[src/hdl/tcw_ram.sv]
// Generic single-write, single-read RAM with a registered read port.
`timescale 1ns / 1ps
module tcw_ram #(
    parameter int WIDTH = 8,
    parameter int DEPTH = 256
) (
    input  logic                     clk,
    input  logic                     we,
    input  logic [$clog2(DEPTH)-1:0] waddr,
    input  logic [WIDTH-1:0]         wdata,
    input  logic                     re,
    input  logic [$clog2(DEPTH)-1:0] raddr,
    output logic [WIDTH-1:0]         rdata
);

    logic [WIDTH-1:0] mem [DEPTH];
    logic [WIDTH-1:0] rdata_reg;

    always_ff @(posedge clk)
    begin
        if (we)
        begin
            mem[waddr] <= wdata;
        end
        if (re)
        begin
            rdata_reg <= mem[raddr];
        end
    end

    assign rdata = rdata_reg;

endmodule

[config.mk]
export PLATFORM = sky130hd
export DESIGN_NAME = tcw_ram
export DESIGN_NICKNAME = d
export VERILOG_FILES = /design/src/hdl/tcw_ram.sv
export SDC_FILE = /design/constraint.sdc
export NUM_CORES = 2
export LEC_CHECK = 0
export ABC_AREA = 1
export BUFFER_PORTS_ARGS = -buffer_cell sky130_fd_sc_hd__buf_2
export CAP_MARGIN = 20
export CORE_ASPECT_RATIO = 1.75
export CORE_MARGIN = 2
export CORE_UTILIZATION = 40
export DETAILED_ROUTE_END_ITERATION = 10
export PLACE_DENSITY = 0.55
export SLEW_MARGIN = 20
export SYNTH_ARGS = -nofsm -noshare
export SYNTH_HDL_FRONTEND = slang
export SYNTH_SLANG_ARGS = --single-unit
[constraint.sdc]
create_clock -name clk -period 2.3 [get_ports clk]
set_input_delay 0.345 -clock clk [delete_from_list [all_inputs] [get_ports clk]]
set_output_delay 0.345 -clock clk [all_outputs]
set_load 0.03 [all_outputs]
After elaboration in Yosys (flattened, before gate mapping)

Memory sizes are Yosys's and may differ from the RTL's. A register that Yosys moved wholly into a read port is not among the register bits.
Index checks and enable logic that the tools add are counted.

Register bits after elaboration: 0
Latch bits: 0
RAM bits: 2048
ROM bits: 0
Bits of input ports: 27
Word-level logic and storage cells: 3
Memories kept: 1

Memory list:

| memory | depth | bits a word | read ports | clocked after Yosys merged registers in | wr ports | line | source |
|---|---|---|---|---|---|---|---|
| mem    | 256   | 8           | 1          | 1                                       | 1        | 16   | `logic [WIDTH-1:0] mem [DEPTH];` |

Add/sub/neg operators: 0
Multiply operators: 0
Divide/modulo/power cells: 0
Magnitude comparators: 0
Equal/unequal tests: 0
Shift operators: 0
Mux-type cells: 2
Bitwise operators: 0
Reductions and logical operators: 0

Operators by type and width:

| kind             | count |
|---|---|
| 1-bit 2-to-1 mux | 2 |

Longest topological paths before layout

Word-level depth: 2
Depth in mapped cells: 15

Worst setup path after synthesis

OpenSTA, ideal clock, no wires.

Path type: input -> register
Start point: in we
End point: mem mem[162][0], enable pin
Library setup time: 0.370 ns
Arrival: 1.466 ns
Slack: 0.464 ns
Cell stages on the path: 4
Buffers on the path: 2
Cells stage by stage: clkbuf_1 nand3_1 clkbuf_1 nor2_1

Word-level cells in the longest chain between the ends: 2

Ends and longest elaborated chain:

| element                                | line | source |
|---|---|---|
| start, declared                        | 8    | `input logic we,` |
| 1-bit 2-to-1 mux                       | 21   | `if (we)` |
| 1-bit 2-to-1 mux (implied by the code) | 23   | `mem[waddr] <= wdata;` |
| end, declared                          | 16   |  |

Every way passes these cells.

==> impl_metrics.yaml <==
finish:
  stdcell_count: 10300
  final_common_cell: "nand2_1"
  drive_above_1_share: 0.1348
  final_cell_mix: "nand2_1 (2,118), edfxtp_1 (2,056), nand3_1 (2,019)"
  nets: 7497
  final_core_util: 0.4715
  multiInputGateArea_um2: 19150
  fillCellCount: 18350
  syn2layout_area_growth_pct: 17.14
  seqCellArea_um2: 61740
  largest_reg_flops: 2048
detailed_routing:
  wirelength_um: 255000
  wire_per_inst_um: 24.77
  drt-initial-drc-count: 5208
  ant_nets: 0
  dr.pass1.iters: 8
  drc_errors: 0
  avgViaCountPerCell: 5.468
  dr_total_vias: 56290
sta:
  hold_viol_final: 0
  fmax_mhz: 442.6
  fin_crit_sh: 0.9822
  finalMaxSlewViolations: 0
  slew_headroom: 0.5504
  grt_setup_unrepaired: "false"
  setup_viol_count_final: 0
  period_minus_slack_ps: 2259
  worst_clock_skew_ps: 45.60
  tightest_slew_ps: 674.5
global_routing:
  grt_pass1_vias: 55210
  met3_usage: 0.02613
  grt_pass1_wl_um: 370100
  antenna_found_initial: 11
  busiest_layer: "met2"
  met2_usage: 0.4222
  track_usage: 0.2364
  grt_max_degree: 76
  overflow: 0
  grt_use_met1: 0.2752
die:
  die_w_um: 349.3
  initial_core_util: 0.4025
  die_h_um: 608.3
  fp.coreArea_um2: 207400
  die_area_um2: 212500
  io_pins: 35
  rows: 221
critical_path:
  critPathCapture: "rdata[6]"
  cp-startpoint: "raddr[1]"
  crit_chain: "buf_8 > buf_4 > buf_12 > buf_4 > nand3_1 > nand3_1 > nand3_1 > nand3_1 > nand3_1 > nand3_1 > nand2_1 > nand2_1 > nand2_1"
  crit_top_cell: "nand3_1"
  cp-end-kind: "register"
  arrival_ps: 2870
  cp_top_family: "simple AND/OR/NAND/NOR gates"
  crit_path_max_fanout: 45
  slowest_stage: "nand3_1"
  critPathLaunchType: "primary input"
  path_depth: 13
  cp.required_ps: 2910
  rr_worst_depth: 10
  r2r-start: "mem[138][6]"
  r2r_end: "rdata[6]"
  critPathKind: "primary input to register"
  reg2reg_slack_ps: 130
  critPathMaxStageDelay_ps: 400
  path_buf_inv: 4
clocking:
  h-tree-depth: 4
  cts_buffer_depth: 4
  insertion_delay_ps: 860
  cts_buffers: 184
  clock_sinks: 2056
  post-cts-setup-buffer-count: 0
  cts_tree: "yes"
  cts_root_buf: "clkbuf_16"
  clk_pin_slew_ps: 70
place:
  port_buffers: 34
  dp.cells: 9953
  gp_congestion: 0.8993
  post-dp-hpwl_um: 166700
yosys:
  yosysUniqueCellTypes: 13
  yosysTopAreaCell: "edfxtp_1"
  ys_ff_latch: 2056
  netlist_instances: 7003
  netlist_area_um2: 83480
  synth_nets: 7030
  ys_seq_area_frac: 0.7396
  avgSynthCellArea_um2: 11.92
  synth_top_area_share: 0.7396
  yosys_warnings: 0
  synth_area_leaders: "edfxtp_1 (74%), nand3_1 (12%), nand2_1 (9.5%)"
power_and_ir_drop:
  p_per_area_nw_per_um2: 802.1
  ir_worst_vdd_mv: 0.6054
  leakage_nw: 34.91
flow_run:
  maxCapViolCount: 0
min_path:
  worstHoldStart: "wdata[2]"
  hold_class: "primary input to register"
status:
  outcome: "finished clean"
## worst min-delay path by stage
stage	cells after the start	endpoint
final	1	mem[24][2]
after detailed placement	1	mem[125][7]
after CTS	1	mem[26][2]
after global routing	1	mem[24][2]
after global placement	1	mem[125][7]
after floorplan	0	mem[0][0]
## final cells by class
cell class	count	share of cell area
multi-input cells	4425	0.1958
well taps	2676	0.03424
inverters	39	0.001843
clock inverters	108	0.01235
flip-flops and latches	2056	0.6314
diodes	10	0.0002559
clock buffers	217	0.04901
repair buffers	764	0.07511
## per-stage QoR
step	power, mW	setup TNS, ps	area (um2)	hold slack, ps	setup WS [ps]
2_1_floorplan	44.71	0	83480	443.9	463.5
3_3_place_gp	47.72	-4968	91690	733.8	-740.3
3_5_place_dp	47.75	-4897	91690	737.3	-733.0
4_1_cts	78.92	0	97760	7.060	146.0
5_1_grt	80.53	0	97760	34.95	11.11
6_report	78.43	0	97790	0.7152	40.84
## cell usage after synthesis
cell / instances
buf_1: 40
buf_2: 268
buf_4: 46
buf_6: 16
buf_8: 1
clkbuf_1: 112
edfxtp_1: 2056
inv_1: 36
inv_2: 2
inv_4: 1
nand2_1: 2123
nand3_1: 2019
nor2_1: 283
## power by group
group	internal (mW)	leakage, nW	switching [mW]
sequential	41.3	18.5	0.0491
combinational	1.67	13.5	3.93
clock	17.8	2.91	13.7
## logic make-up (layout without fill, tap and decap cells)
| family | after synthesis | count (layout) | share of synthesized area |
|---|---|---|---|
| and+or+nand+nor | 4425 | 4425 | 0.2292 |
| other | 0 | 10 | 0 |
| DFF | 2056 | 2056 | 0.7396 |
| buffers and inverters | 522 | 1128 | 0.03116 |
## metal layers
layer  wire length (um)  vias up
li1                   -    25770
met1              94080    28090
met2             132300     1901
met3              13090      522
met4              15480        6
met5                 29        -
## timing repair
item / in CTS / in global routing
endpoints found under the setup margin: 0 / 0
endpoints found under the hold margin: 119 / 0
gates resized for setup: 0 / 0
hold buffers: 7 / 0
Power figures use the tool's default switching activity.
