===== config.mk =====
export PLATFORM = sky130hd
export DESIGN_NAME = tcw_cursor
export DESIGN_NICKNAME = d
export VERILOG_FILES = /design/src/hdl/tcw_pkg.sv /design/src/hdl/tcw_cursor.sv
export SDC_FILE = /design/constraint.sdc
export NUM_CORES = 1
export LEC_CHECK = 0
export ABC_AREA = 1
export BUFFER_PORTS_ARGS = -buffer_cell sky130_fd_sc_hd__buf_2
export CORE_MARGIN = 1
export CORE_UTILIZATION = 44
export CTS_CLUSTER_SIZE = 30
export DETAILED_ROUTE_END_ITERATION = 10
export MAX_ROUTING_LAYER = met4
export PLACE_DENSITY = 0.67
export SYNTH_ARGS = -nofsm -noshare
export SYNTH_HDL_FRONTEND = slang
export SYNTH_SLANG_ARGS = --single-unit

===== constraint.sdc =====
create_clock -name clk -period 4.8 [get_ports clk]
set_clock_uncertainty 0.1 [all_clocks]
set_input_delay 0.72 -clock clk [delete_from_list [all_inputs] [get_ports clk]]
set_output_delay 0.72 -clock clk [all_outputs]
set_load 0.005 [all_outputs]

===== src/hdl/tcw_pkg.sv =====
// Package with the screen geometry, field widths, codes and shared types.
`timescale 1ns / 1ps
package tcw_pkg;

    localparam int COLUMNS  = 80;
    localparam int ROWS     = 25;
    localparam int TAB_STOP = 4;

    localparam int CELLS  = ROWS * COLUMNS;
    localparam int ADDR_W = $clog2(CELLS);
    localparam int COL_W  = $clog2(COLUMNS);
    localparam int ROW_W  = $clog2(ROWS);

    localparam int ACTION_W       = 2;
    localparam int CHAR_W         = 8;
    localparam int NEW_COL_W      = 7;
    localparam int NEW_ROW_W      = 5;
    localparam int CELL_INDEX_W   = 11;
    localparam int CURSOR_INDEX_W = 11;

    localparam logic [CHAR_W-1:0] CH_NEWLINE = 8'h0A;
    localparam logic [CHAR_W-1:0] CH_TAB     = 8'h09;
    localparam logic [CHAR_W-1:0] CH_SPACE   = 8'h20;

    typedef enum logic [ACTION_W-1:0] {
        ACT_PUT   = 2'd0,
        ACT_CLEAR = 2'd1,
        ACT_SET   = 2'd2,
        ACT_READ  = 2'd3
    } action_t;

    // Tab target column for every cursor column: the next multiple of TAB_STOP.
    typedef logic [7:0] tab_table_t [COLUMNS];

    function automatic tab_table_t build_tab_table();
        tab_table_t t;
        for (int i = 0; i < COLUMNS; i++) begin
            t[i] = 8'(i + TAB_STOP - ((i + TAB_STOP) % TAB_STOP));
        end
        return t;
    endfunction

    localparam tab_table_t TAB_TABLE = build_tab_table();

    // Command from the sequencer to the cursor unit.
    typedef struct packed {
        logic                 apply;
        action_t              action;
        logic [CHAR_W-1:0]    char_code;
        logic [NEW_COL_W-1:0] new_col;
        logic [NEW_ROW_W-1:0] new_row;
    } cursor_cmd_t;

    // Status from the cursor unit, for the cursor as it stands now.
    typedef struct packed {
        logic [ADDR_W-1:0] index;
        logic              put_write;
        logic              put_scroll;
    } cursor_stat_t;

endpackage


===== src/hdl/tcw_cursor.sv =====
// Cursor unit: holds the cursor and works out its next position for each action.
`timescale 1ns / 1ps
module tcw_cursor (
    input  logic                  clk,
    input  logic                  rst_n,
    input  tcw_pkg::cursor_cmd_t  cmd,
    output tcw_pkg::cursor_stat_t stat
);

    logic [tcw_pkg::COL_W-1:0] col_reg, col_next;
    logic [tcw_pkg::ROW_W-1:0] row_reg, row_next;

    logic       at_last_col;
    logic       at_last_row;
    logic [7:0] tab_target;
    logic       is_newline;
    logic       is_tab;
    logic       is_plain;
    logic       need_newline;

    assign at_last_col = (col_reg == tcw_pkg::COL_W'(tcw_pkg::COLUMNS - 1));
    assign at_last_row = (row_reg == tcw_pkg::ROW_W'(tcw_pkg::ROWS - 1));
    assign tab_target  = tcw_pkg::TAB_TABLE[col_reg];
    assign is_newline  = (cmd.char_code == tcw_pkg::CH_NEWLINE);
    assign is_tab      = (cmd.char_code == tcw_pkg::CH_TAB);
    assign is_plain    = !is_newline && !is_tab;

    // A tab that lands on or past the right edge behaves as a newline.
    assign need_newline = is_newline
                        || (is_tab && (tab_target >= 8'(tcw_pkg::COLUMNS)))
                        || (is_plain && at_last_col);

    assign stat.index = tcw_pkg::ADDR_W'(row_reg) * tcw_pkg::ADDR_W'(tcw_pkg::COLUMNS)
                      + tcw_pkg::ADDR_W'(col_reg);
    assign stat.put_write  = is_plain;
    assign stat.put_scroll = need_newline && at_last_row;

    always_comb
    begin
        col_next = col_reg;
        row_next = row_reg;
        if (cmd.apply)
        begin
            unique case (cmd.action)
                tcw_pkg::ACT_PUT:
                begin
                    if (need_newline)
                    begin
                        col_next = '0;
                        if (!at_last_row)
                        begin
                            row_next = row_reg + 1'b1;
                        end
                    end
                    else if (is_tab)
                    begin
                        col_next = tcw_pkg::COL_W'(tab_target);
                    end
                    else
                    begin
                        col_next = col_reg + 1'b1;
                    end
                end
                tcw_pkg::ACT_CLEAR:
                begin
                    col_next = '0;
                    row_next = '0;
                end
                tcw_pkg::ACT_SET:
                begin
                    if (8'(cmd.new_col) >= 8'(tcw_pkg::COLUMNS))
                    begin
                        col_next = tcw_pkg::COL_W'(tcw_pkg::COLUMNS - 1);
                    end
                    else
                    begin
                        col_next = tcw_pkg::COL_W'(cmd.new_col);
                    end
                    if (7'(cmd.new_row) >= 7'(tcw_pkg::ROWS))
                    begin
                        row_next = tcw_pkg::ROW_W'(tcw_pkg::ROWS - 1);
                    end
                    else
                    begin
                        row_next = tcw_pkg::ROW_W'(cmd.new_row);
                    end
                end
                tcw_pkg::ACT_READ:
                begin
                    col_next = col_reg;
                end
                default:
                begin
                    col_next = col_reg;
                end
            endcase
        end
    end

    always_ff @(posedge clk or negedge rst_n)
    begin
        if (!rst_n)
        begin
            col_reg <= '0;
            row_reg <= '0;
        end
        else
        begin
            col_reg <= col_next;
            row_reg <= row_next;
        end
    end

endmodule


Yosys cells after proc, flatten, opt, wreduce, memory -nomap -nowiden
Memory sizes are Yosys's and may differ from the RTL's.
Cells that the tools add are included.
{ "totals": {"register_bits": 12, "latchBits": 0, "ram_bits": 0, "mem_bits_ro": 1024, "inputBits": 25, "wordCells": 44, "memories": 1} }
{ "op_classes": {"addsub": 3, "multipliers": 1, "div_mod_pow": 0, "n_lt_le_gt_ge": 4, "eq_ne": 9, "shifts": 0, "n_mux": 10, "bitwise_logic": 2, "reduce_logical": 12} }
{ "memory_table": {"columns": ["memory", "words", "word_bits", "rd", "rd_clocked_by_memory_dff", "write_ports", "line", "text"], "rows": [
  ["(name not given)", 128, 8, 1, 0, 0, "tcw_cursor.sv:23", "assign tab_target = tcw_pkg::TAB_TABLE[col_reg];"]
]} }
{ "op_table": {"columns": ["op", "n"], "rows": [
  ["$mux W7", 3],
  ["$pmux W7 S3", 1],
  ["$eq A8 B4 Y1 const B", 2],
  ["$mux W8", 2],
  ["$mux W5", 3],
  ["$pmux W5 S3", 1],
  ["$add A11 B7 Y11", 1],
  ["$ge A8 B7 Y1 const B", 1],
  ["$ge A8 B8 Y1 const B", 1],
  ["$not A7 Y8", 1],
  ["$add A7 B1 Y7 const B", 1],
  ["$eq A7 B7 Y1 const B", 1],
  ["$ge A7 B7 Y1 const B", 1],
  ["$mul A5 B3 Y7 const B", 1],
  ["$add A5 B1 Y5 const B", 1],
  ["$eq A5 B5 Y1 const B", 1],
  ["$ge A5 B5 Y1 const B", 1],
  ["$eq A2 B2 Y1 const B", 2],
  ["$logic_and A1 B1 Y1", 4],
  ["$ne A2 B2 Y1 const B", 2],
  ["$reduce_and A4 Y1", 1],
  ["$reduce_bool A3 Y1", 1],
  ["$eq A2 B1 Y1 const B", 1],
  ["$logic_not A1 Y1", 2],
  ["4 further kinds", 5]
]} }

Logic depth before layout (Yosys ltp)
{ "logic_depth": {"ltp_word": 10, "depth_mapped": 10, "ltp_nobuf": 10} }

Least setup slack after synthesis
OpenSTA, ideal clock, no wires.
{ "synth_path": {"path_type": "register to output", "start": "reg row_reg[1] (netlist bit)", "end": "out stat[12] (netlist bit)", "arrival_ns": 1.791, "t_required_ns": 3.980, "slack_ns": 2.189, "stages_incl_launch_ff": 9, "path_cell_list": "dfrtp_1 ha_1 ha_1 inv_1 fa_1 inv_1 nand2_1 nor2_1 xor2_1"} }
{ "synth_lines": {"columns": ["item", "line", "text"], "rows": [
  ["start: declaration", "tcw_cursor.sv:11", "logic [tcw_pkg::ROW_W-1:0] row_reg, row_next;"],
  ["start signal: assignment", "tcw_cursor.sv:110", "row_reg <= row_next;"],
  ["end: declaration", "tcw_cursor.sv:7", "output tcw_pkg::cursor_stat_t stat"]
]} }

==> impl_results.html <==
<table>
<tr><th>Metric</th><th>Value</th></tr>
<tr><th colspan="2">Run status</th></tr>
<tr><td>Status</td><td>completed</td></tr>
<tr><th colspan="2">Layout</th></tr>
<tr><td>Synth-to-layout area growth</td><td>14.2%</td></tr>
<tr><td>Final Non-Filler Cells</td><td>325</td></tr>
<tr><td>Count of antenna diodes in the layout</td><td>0</td></tr>
<tr><td>Number of flip-flops in the largest register</td><td>7</td></tr>
<tr><td>Ratio of cells with drive above 1 in the final layout</td><td>20.1%</td></tr>
<tr><td>Number of nets in the layout</td><td>326</td></tr>
<tr><th colspan="2">Synth</th></tr>
<tr><td>Share of flip-flops with an asynchronous set or reset</td><td>between 90% and 100%</td></tr>
<tr><td>Number of warnings printed during yosys synthesis</td><td>0</td></tr>
<tr><td>Post-synthesis cell count</td><td>246</td></tr>
<tr><td>Fraction of the yosys area taken by sequential cells</td><td>18.5%</td></tr>
<tr><td>Post-synthesis cell type with the largest combined area</td><td>sky130_fd_sc_hd__dfrtp_1</td></tr>
<tr><td>Post-synthesis cell area</td><td>roughly 0.0016 mm²</td></tr>
<tr><td>Total nets after synthesis</td><td>291</td></tr>
<tr><td>Synth top cells by count</td><td>60 x sky130_fd_sc_hd__nand2_1, 40 x sky130_fd_sc_hd__inv_1, 24 x sky130_fd_sc_hd__nor2_1</td></tr>
<tr><td>Predominant post-synthesis flop cell</td><td>sky130_fd_sc_hd__dfrtp_1</td></tr>
<tr><td>FF+latch count, synth</td><td>12</td></tr>
<tr><td>Share of the synthesized area in the top cell type</td><td>between 10% and 20%</td></tr>
<tr><td>Count of different cell masters after synthesis</td><td>24</td></tr>
<tr><td>Most used standard cell by instance count after synthesis</td><td>sky130_fd_sc_hd__nand2_1</td></tr>
<tr><td>Largest cells by area after synthesis</td><td>sky130_fd_sc_hd__dfrtp_1 19%, sky130_fd_sc_hd__ha_1 14%, sky130_fd_sc_hd__nand2_1 14%, sky130_fd_sc_hd__inv_1 9.3%, sky130_fd_sc_hd__nand3_1 6.2%</td></tr>
<tr><td>Number of flops mapped to enable cells by yosys</td><td>0</td></tr>
<tr><td>Mean instance size in the synthesized netlist</td><td>around 6.6 µm²</td></tr>
<tr><th colspan="2">Floorplan</th></tr>
<tr><td>Die outline height</td><td>62.7 µm</td></tr>
<tr><td>Floorplan row count</td><td>21</td></tr>
<tr><td>Overall die area</td><td>0.00393 mm²</td></tr>
<tr><td>Core Box Area</td><td>0.00344 mm²</td></tr>
<tr><td>Starting density of the core</td><td>47.0%</td></tr>
<tr><td>Total I/O pin count</td><td>38</td></tr>
<tr><td>DIE WIDTH</td><td>62.7 µm</td></tr>
<tr><th colspan="2">STA</th></tr>
<tr><td>Final worst path period share</td><td>63.3%</td></tr>
<tr><td>Final Hold Violating Endpoints</td><td>0</td></tr>
<tr><td>Final number of setup-violating endpoints</td><td>0</td></tr>
<tr><td>Final critical path time including I/O delays and setup</td><td>roughly 3.0 ns</td></tr>
<tr><td>Highest clock rate</td><td>between 300 and 400 MHz</td></tr>
<tr><td>Relative slew slack</td><td>58.8%</td></tr>
<tr><td>Worst-Margin Slew</td><td>0.616 ns</td></tr>
<tr><td>Final Max Slew Viols</td><td>0</td></tr>
<tr><td>RSZ-0062 raised after global routing</td><td>no</td></tr>
<tr><td>Sum Neg Setup Slack</td><td>0 ns</td></tr>
<tr><th colspan="2">CTS</th></tr>
<tr><td>Buffers inserted by post-CTS timing repair</td><td>0</td></tr>
<tr><td>Number of H-tree levels</td><td>1</td></tr>
<tr><td>Resized Gates After CTS</td><td>0</td></tr>
<tr><td>Clock transition at the register clock pins on the worst setup and hold paths after CTS</td><td>0.05 ns</td></tr>
<tr><td>TritonCTS Sinks</td><td>12</td></tr>
<tr><td>Root buffer cell</td><td>sky130_fd_sc_hd__clkbuf_8</td></tr>
<tr><td>Cts-stage hold buffer count</td><td>0</td></tr>
<tr><td>Max Buffers Root-to-Sink</td><td>2</td></tr>
<tr><td>TritonCTS buffer count</td><td>3</td></tr>
<tr><td>Clock tree from TritonCTS</td><td>built</td></tr>
<tr><td>Clk_lat worst skew</td><td>0.23 ns</td></tr>
<tr><th colspan="2">Routing</th></tr>
<tr><td>Drt drc</td><td>0</td></tr>
<tr><td>Count of nets left with antenna violations after detail routing</td><td>0</td></tr>
<tr><td>Final routed wire length divided by cell count</td><td>9.98 µm</td></tr>
<tr><td>Post-DR vias/cell</td><td>about 4.7</td></tr>
<tr><td>Via count of the routed design</td><td>1513</td></tr>
<tr><td>Iteration-0 DRC Markers</td><td>58</td></tr>
<tr><td>Total wire length</td><td>3240 µm</td></tr>
<tr><td>1st-pass router iterations</td><td>4</td></tr>
<tr><th colspan="2">Global route</th></tr>
<tr><td>Initial antenna violation count</td><td>0</td></tr>
<tr><td>Overall global routing resource usage</td><td>19.0%</td></tr>
<tr><td>Largest net degree at the start of global routing</td><td>13</td></tr>
<tr><td>Vias in the first global route</td><td>1339</td></tr>
<tr><td>Global-route wire length before repair</td><td>between 5000 and 6000 µm</td></tr>
<tr><td>Leftover overflow at the end of global routing</td><td>0</td></tr>
<tr><th colspan="2">Power</th></tr>
<tr><td>IR Drop Worst-Case VDD</td><td>0.149 mV</td></tr>
<tr><td>Power density over the cells</td><td>280 mW/mm²</td></tr>
<tr><td>Total leakage power</td><td>1.05 nW</td></tr>
<tr><th colspan="2">Worst setup path</th></tr>
<tr><td>Data required time of the critical path</td><td>3.98 ns</td></tr>
<tr><td>Worst Path Arrival</td><td>~2.2 ns</td></tr>
<tr><td>Top delay family on crit path</td><td>adder cells</td></tr>
<tr><td>Worst Path Buf+Inv</td><td>3</td></tr>
<tr><td>Worst Setup End Kind</td><td>primary output</td></tr>
<tr><td>Kind of launch point of the worst setup path</td><td>flip-flop</td></tr>
<tr><td>Critical Path Fanout Max</td><td>6</td></tr>
<tr><td>Slowest stage cell, crit path</td><td>sky130_fd_sc_hd__dfrtp_1</td></tr>
<tr><td>Cell-by-cell trace of the critical path</td><td>ha_1 &gt; ha_1 &gt; inv_1 &gt; fa_1 &gt; inv_1 &gt; nand2_1 &gt; nor2_1 &gt; xor2_1 &gt; buf_2</td></tr>
<tr><td>Highest cell delay on the worst timing path</td><td>0.43 ns</td></tr>
<tr><td>Setup CP Type</td><td>flip-flop to primary output</td></tr>
<tr><th colspan="2">Placed design</th></tr>
<tr><td>Count of placed standard cells including taps</td><td>322</td></tr>
<tr><td>HPWL Detailed</td><td>2740 µm</td></tr>
<tr><td>Global placement routability congestion</td><td>0.794</td></tr>
<tr><td>Count of buffers inserted at the top-level ports</td><td>37</td></tr>
<tr><th colspan="2">Worst hold path</th></tr>
<tr><td>Worst Hold Class</td><td>input port to asynchronous set/reset pin</td></tr>
<tr><th colspan="2">Run</th></tr>
<tr><td>Number of max-cap violations</td><td>0</td></tr>
</table>
worst reg2reg max path, stage by stage (launching register included):
cell and delay [ns]:
sky130_fd_sc_hd__dfrtp_1 0.45, sky130_fd_sc_hd__ha_1 0.28, sky130_fd_sc_hd__nand2_1 0.16, sky130_fd_sc_hd__nor2_2 0.08
sky130_fd_sc_hd__a21oi_4 0.25, sky130_fd_sc_hd__nand3_4 0.15, sky130_fd_sc_hd__nand3_4 0.11, sky130_fd_sc_hd__nand2_1 0.07
sky130_fd_sc_hd__nand2_1 0.06
where the power goes:
group / switching [W] / internal, W
clock: 0.0000313 / 0.0000548
combinational: 0.000149 / 0.000123
sequential: 0.0000383 / 0.000122
total: 0.000218 / 0.000299
final timing paths:
check                           start         end  slack, ns  cells past startpoint
max                        row_reg[1]    stat[12]       1.76                      9
min                             rst_n  col_reg[1]       0.25                      1
max reg2reg                col_reg[2]  row_reg[2]       3.03                      8
min reg2reg                row_reg[3]  row_reg[3]       0.46                      2
max in group asynchronous       rst_n  row_reg[4]       4.14                      1
min in group clk           row_reg[3]  row_reg[3]       0.46                      2
per-layer routing:
layer	up-vias	wire length, µm	track usage [%]
met3	2	164	1.09
met4	0	31	5.23
met5	-	0	-
met1	623	1690	27.6
met2	49	1360	28.3
li1	839	-	-
cells by family after synthesis:
family / share of synthesized area, %
xor gates and xnor gates: 5.95
AOI/OAI and AO/OA: 9.35
DFF: 18.5
and+or+nand+nor: 34.9
adders and majority gates: 16.4
buffers and inverters: 14.8
area by class of cell:
cell class	count	area, µm²
repair buffers	37	185
well taps	46	57.6
inverters	46	186
multi-input cells	181	1080
fillers	368	1590
clock buffers	3	41.3
flip-flops and latches	12	300
cells in the final DEF (no fill, tap or decap), drive strengths merged:
master | Yosys | layout
a21oi | 14 | 14
buf | 7 | 37
bufinv | 1 | 1
clkbuf | 0 | 3
dfrtp | 12 | 12
fa | 2 | 2
ha | 18 | 18
inv | 45 | 45
nand2 | 63 | 63
nand3 | 22 | 22
nand4 | 9 | 9
nor2 | 28 | 28
o21ai | 14 | 14
xnor2 | 3 | 3
xor2 | 8 | 8
stage by stage:
stage	setup WS, ns	instance area, µm²	util (%)	hold WS (ns)	total power [W]
finish	1.76	1850	53.7	0.254	0.000518
floorplan	2.19	1620	-	0.324	0.000357
CTS	1.74	1850	53.7	0.262	0.000523
detailed placement	1.99	1810	52.5	0.460	0.000435
global route	1.65	1850	53.7	0.270	0.000577
global placement	2.05	1810	52.5	0.452	0.000430
No activity file was read; power rests on OpenSTA's default activity.
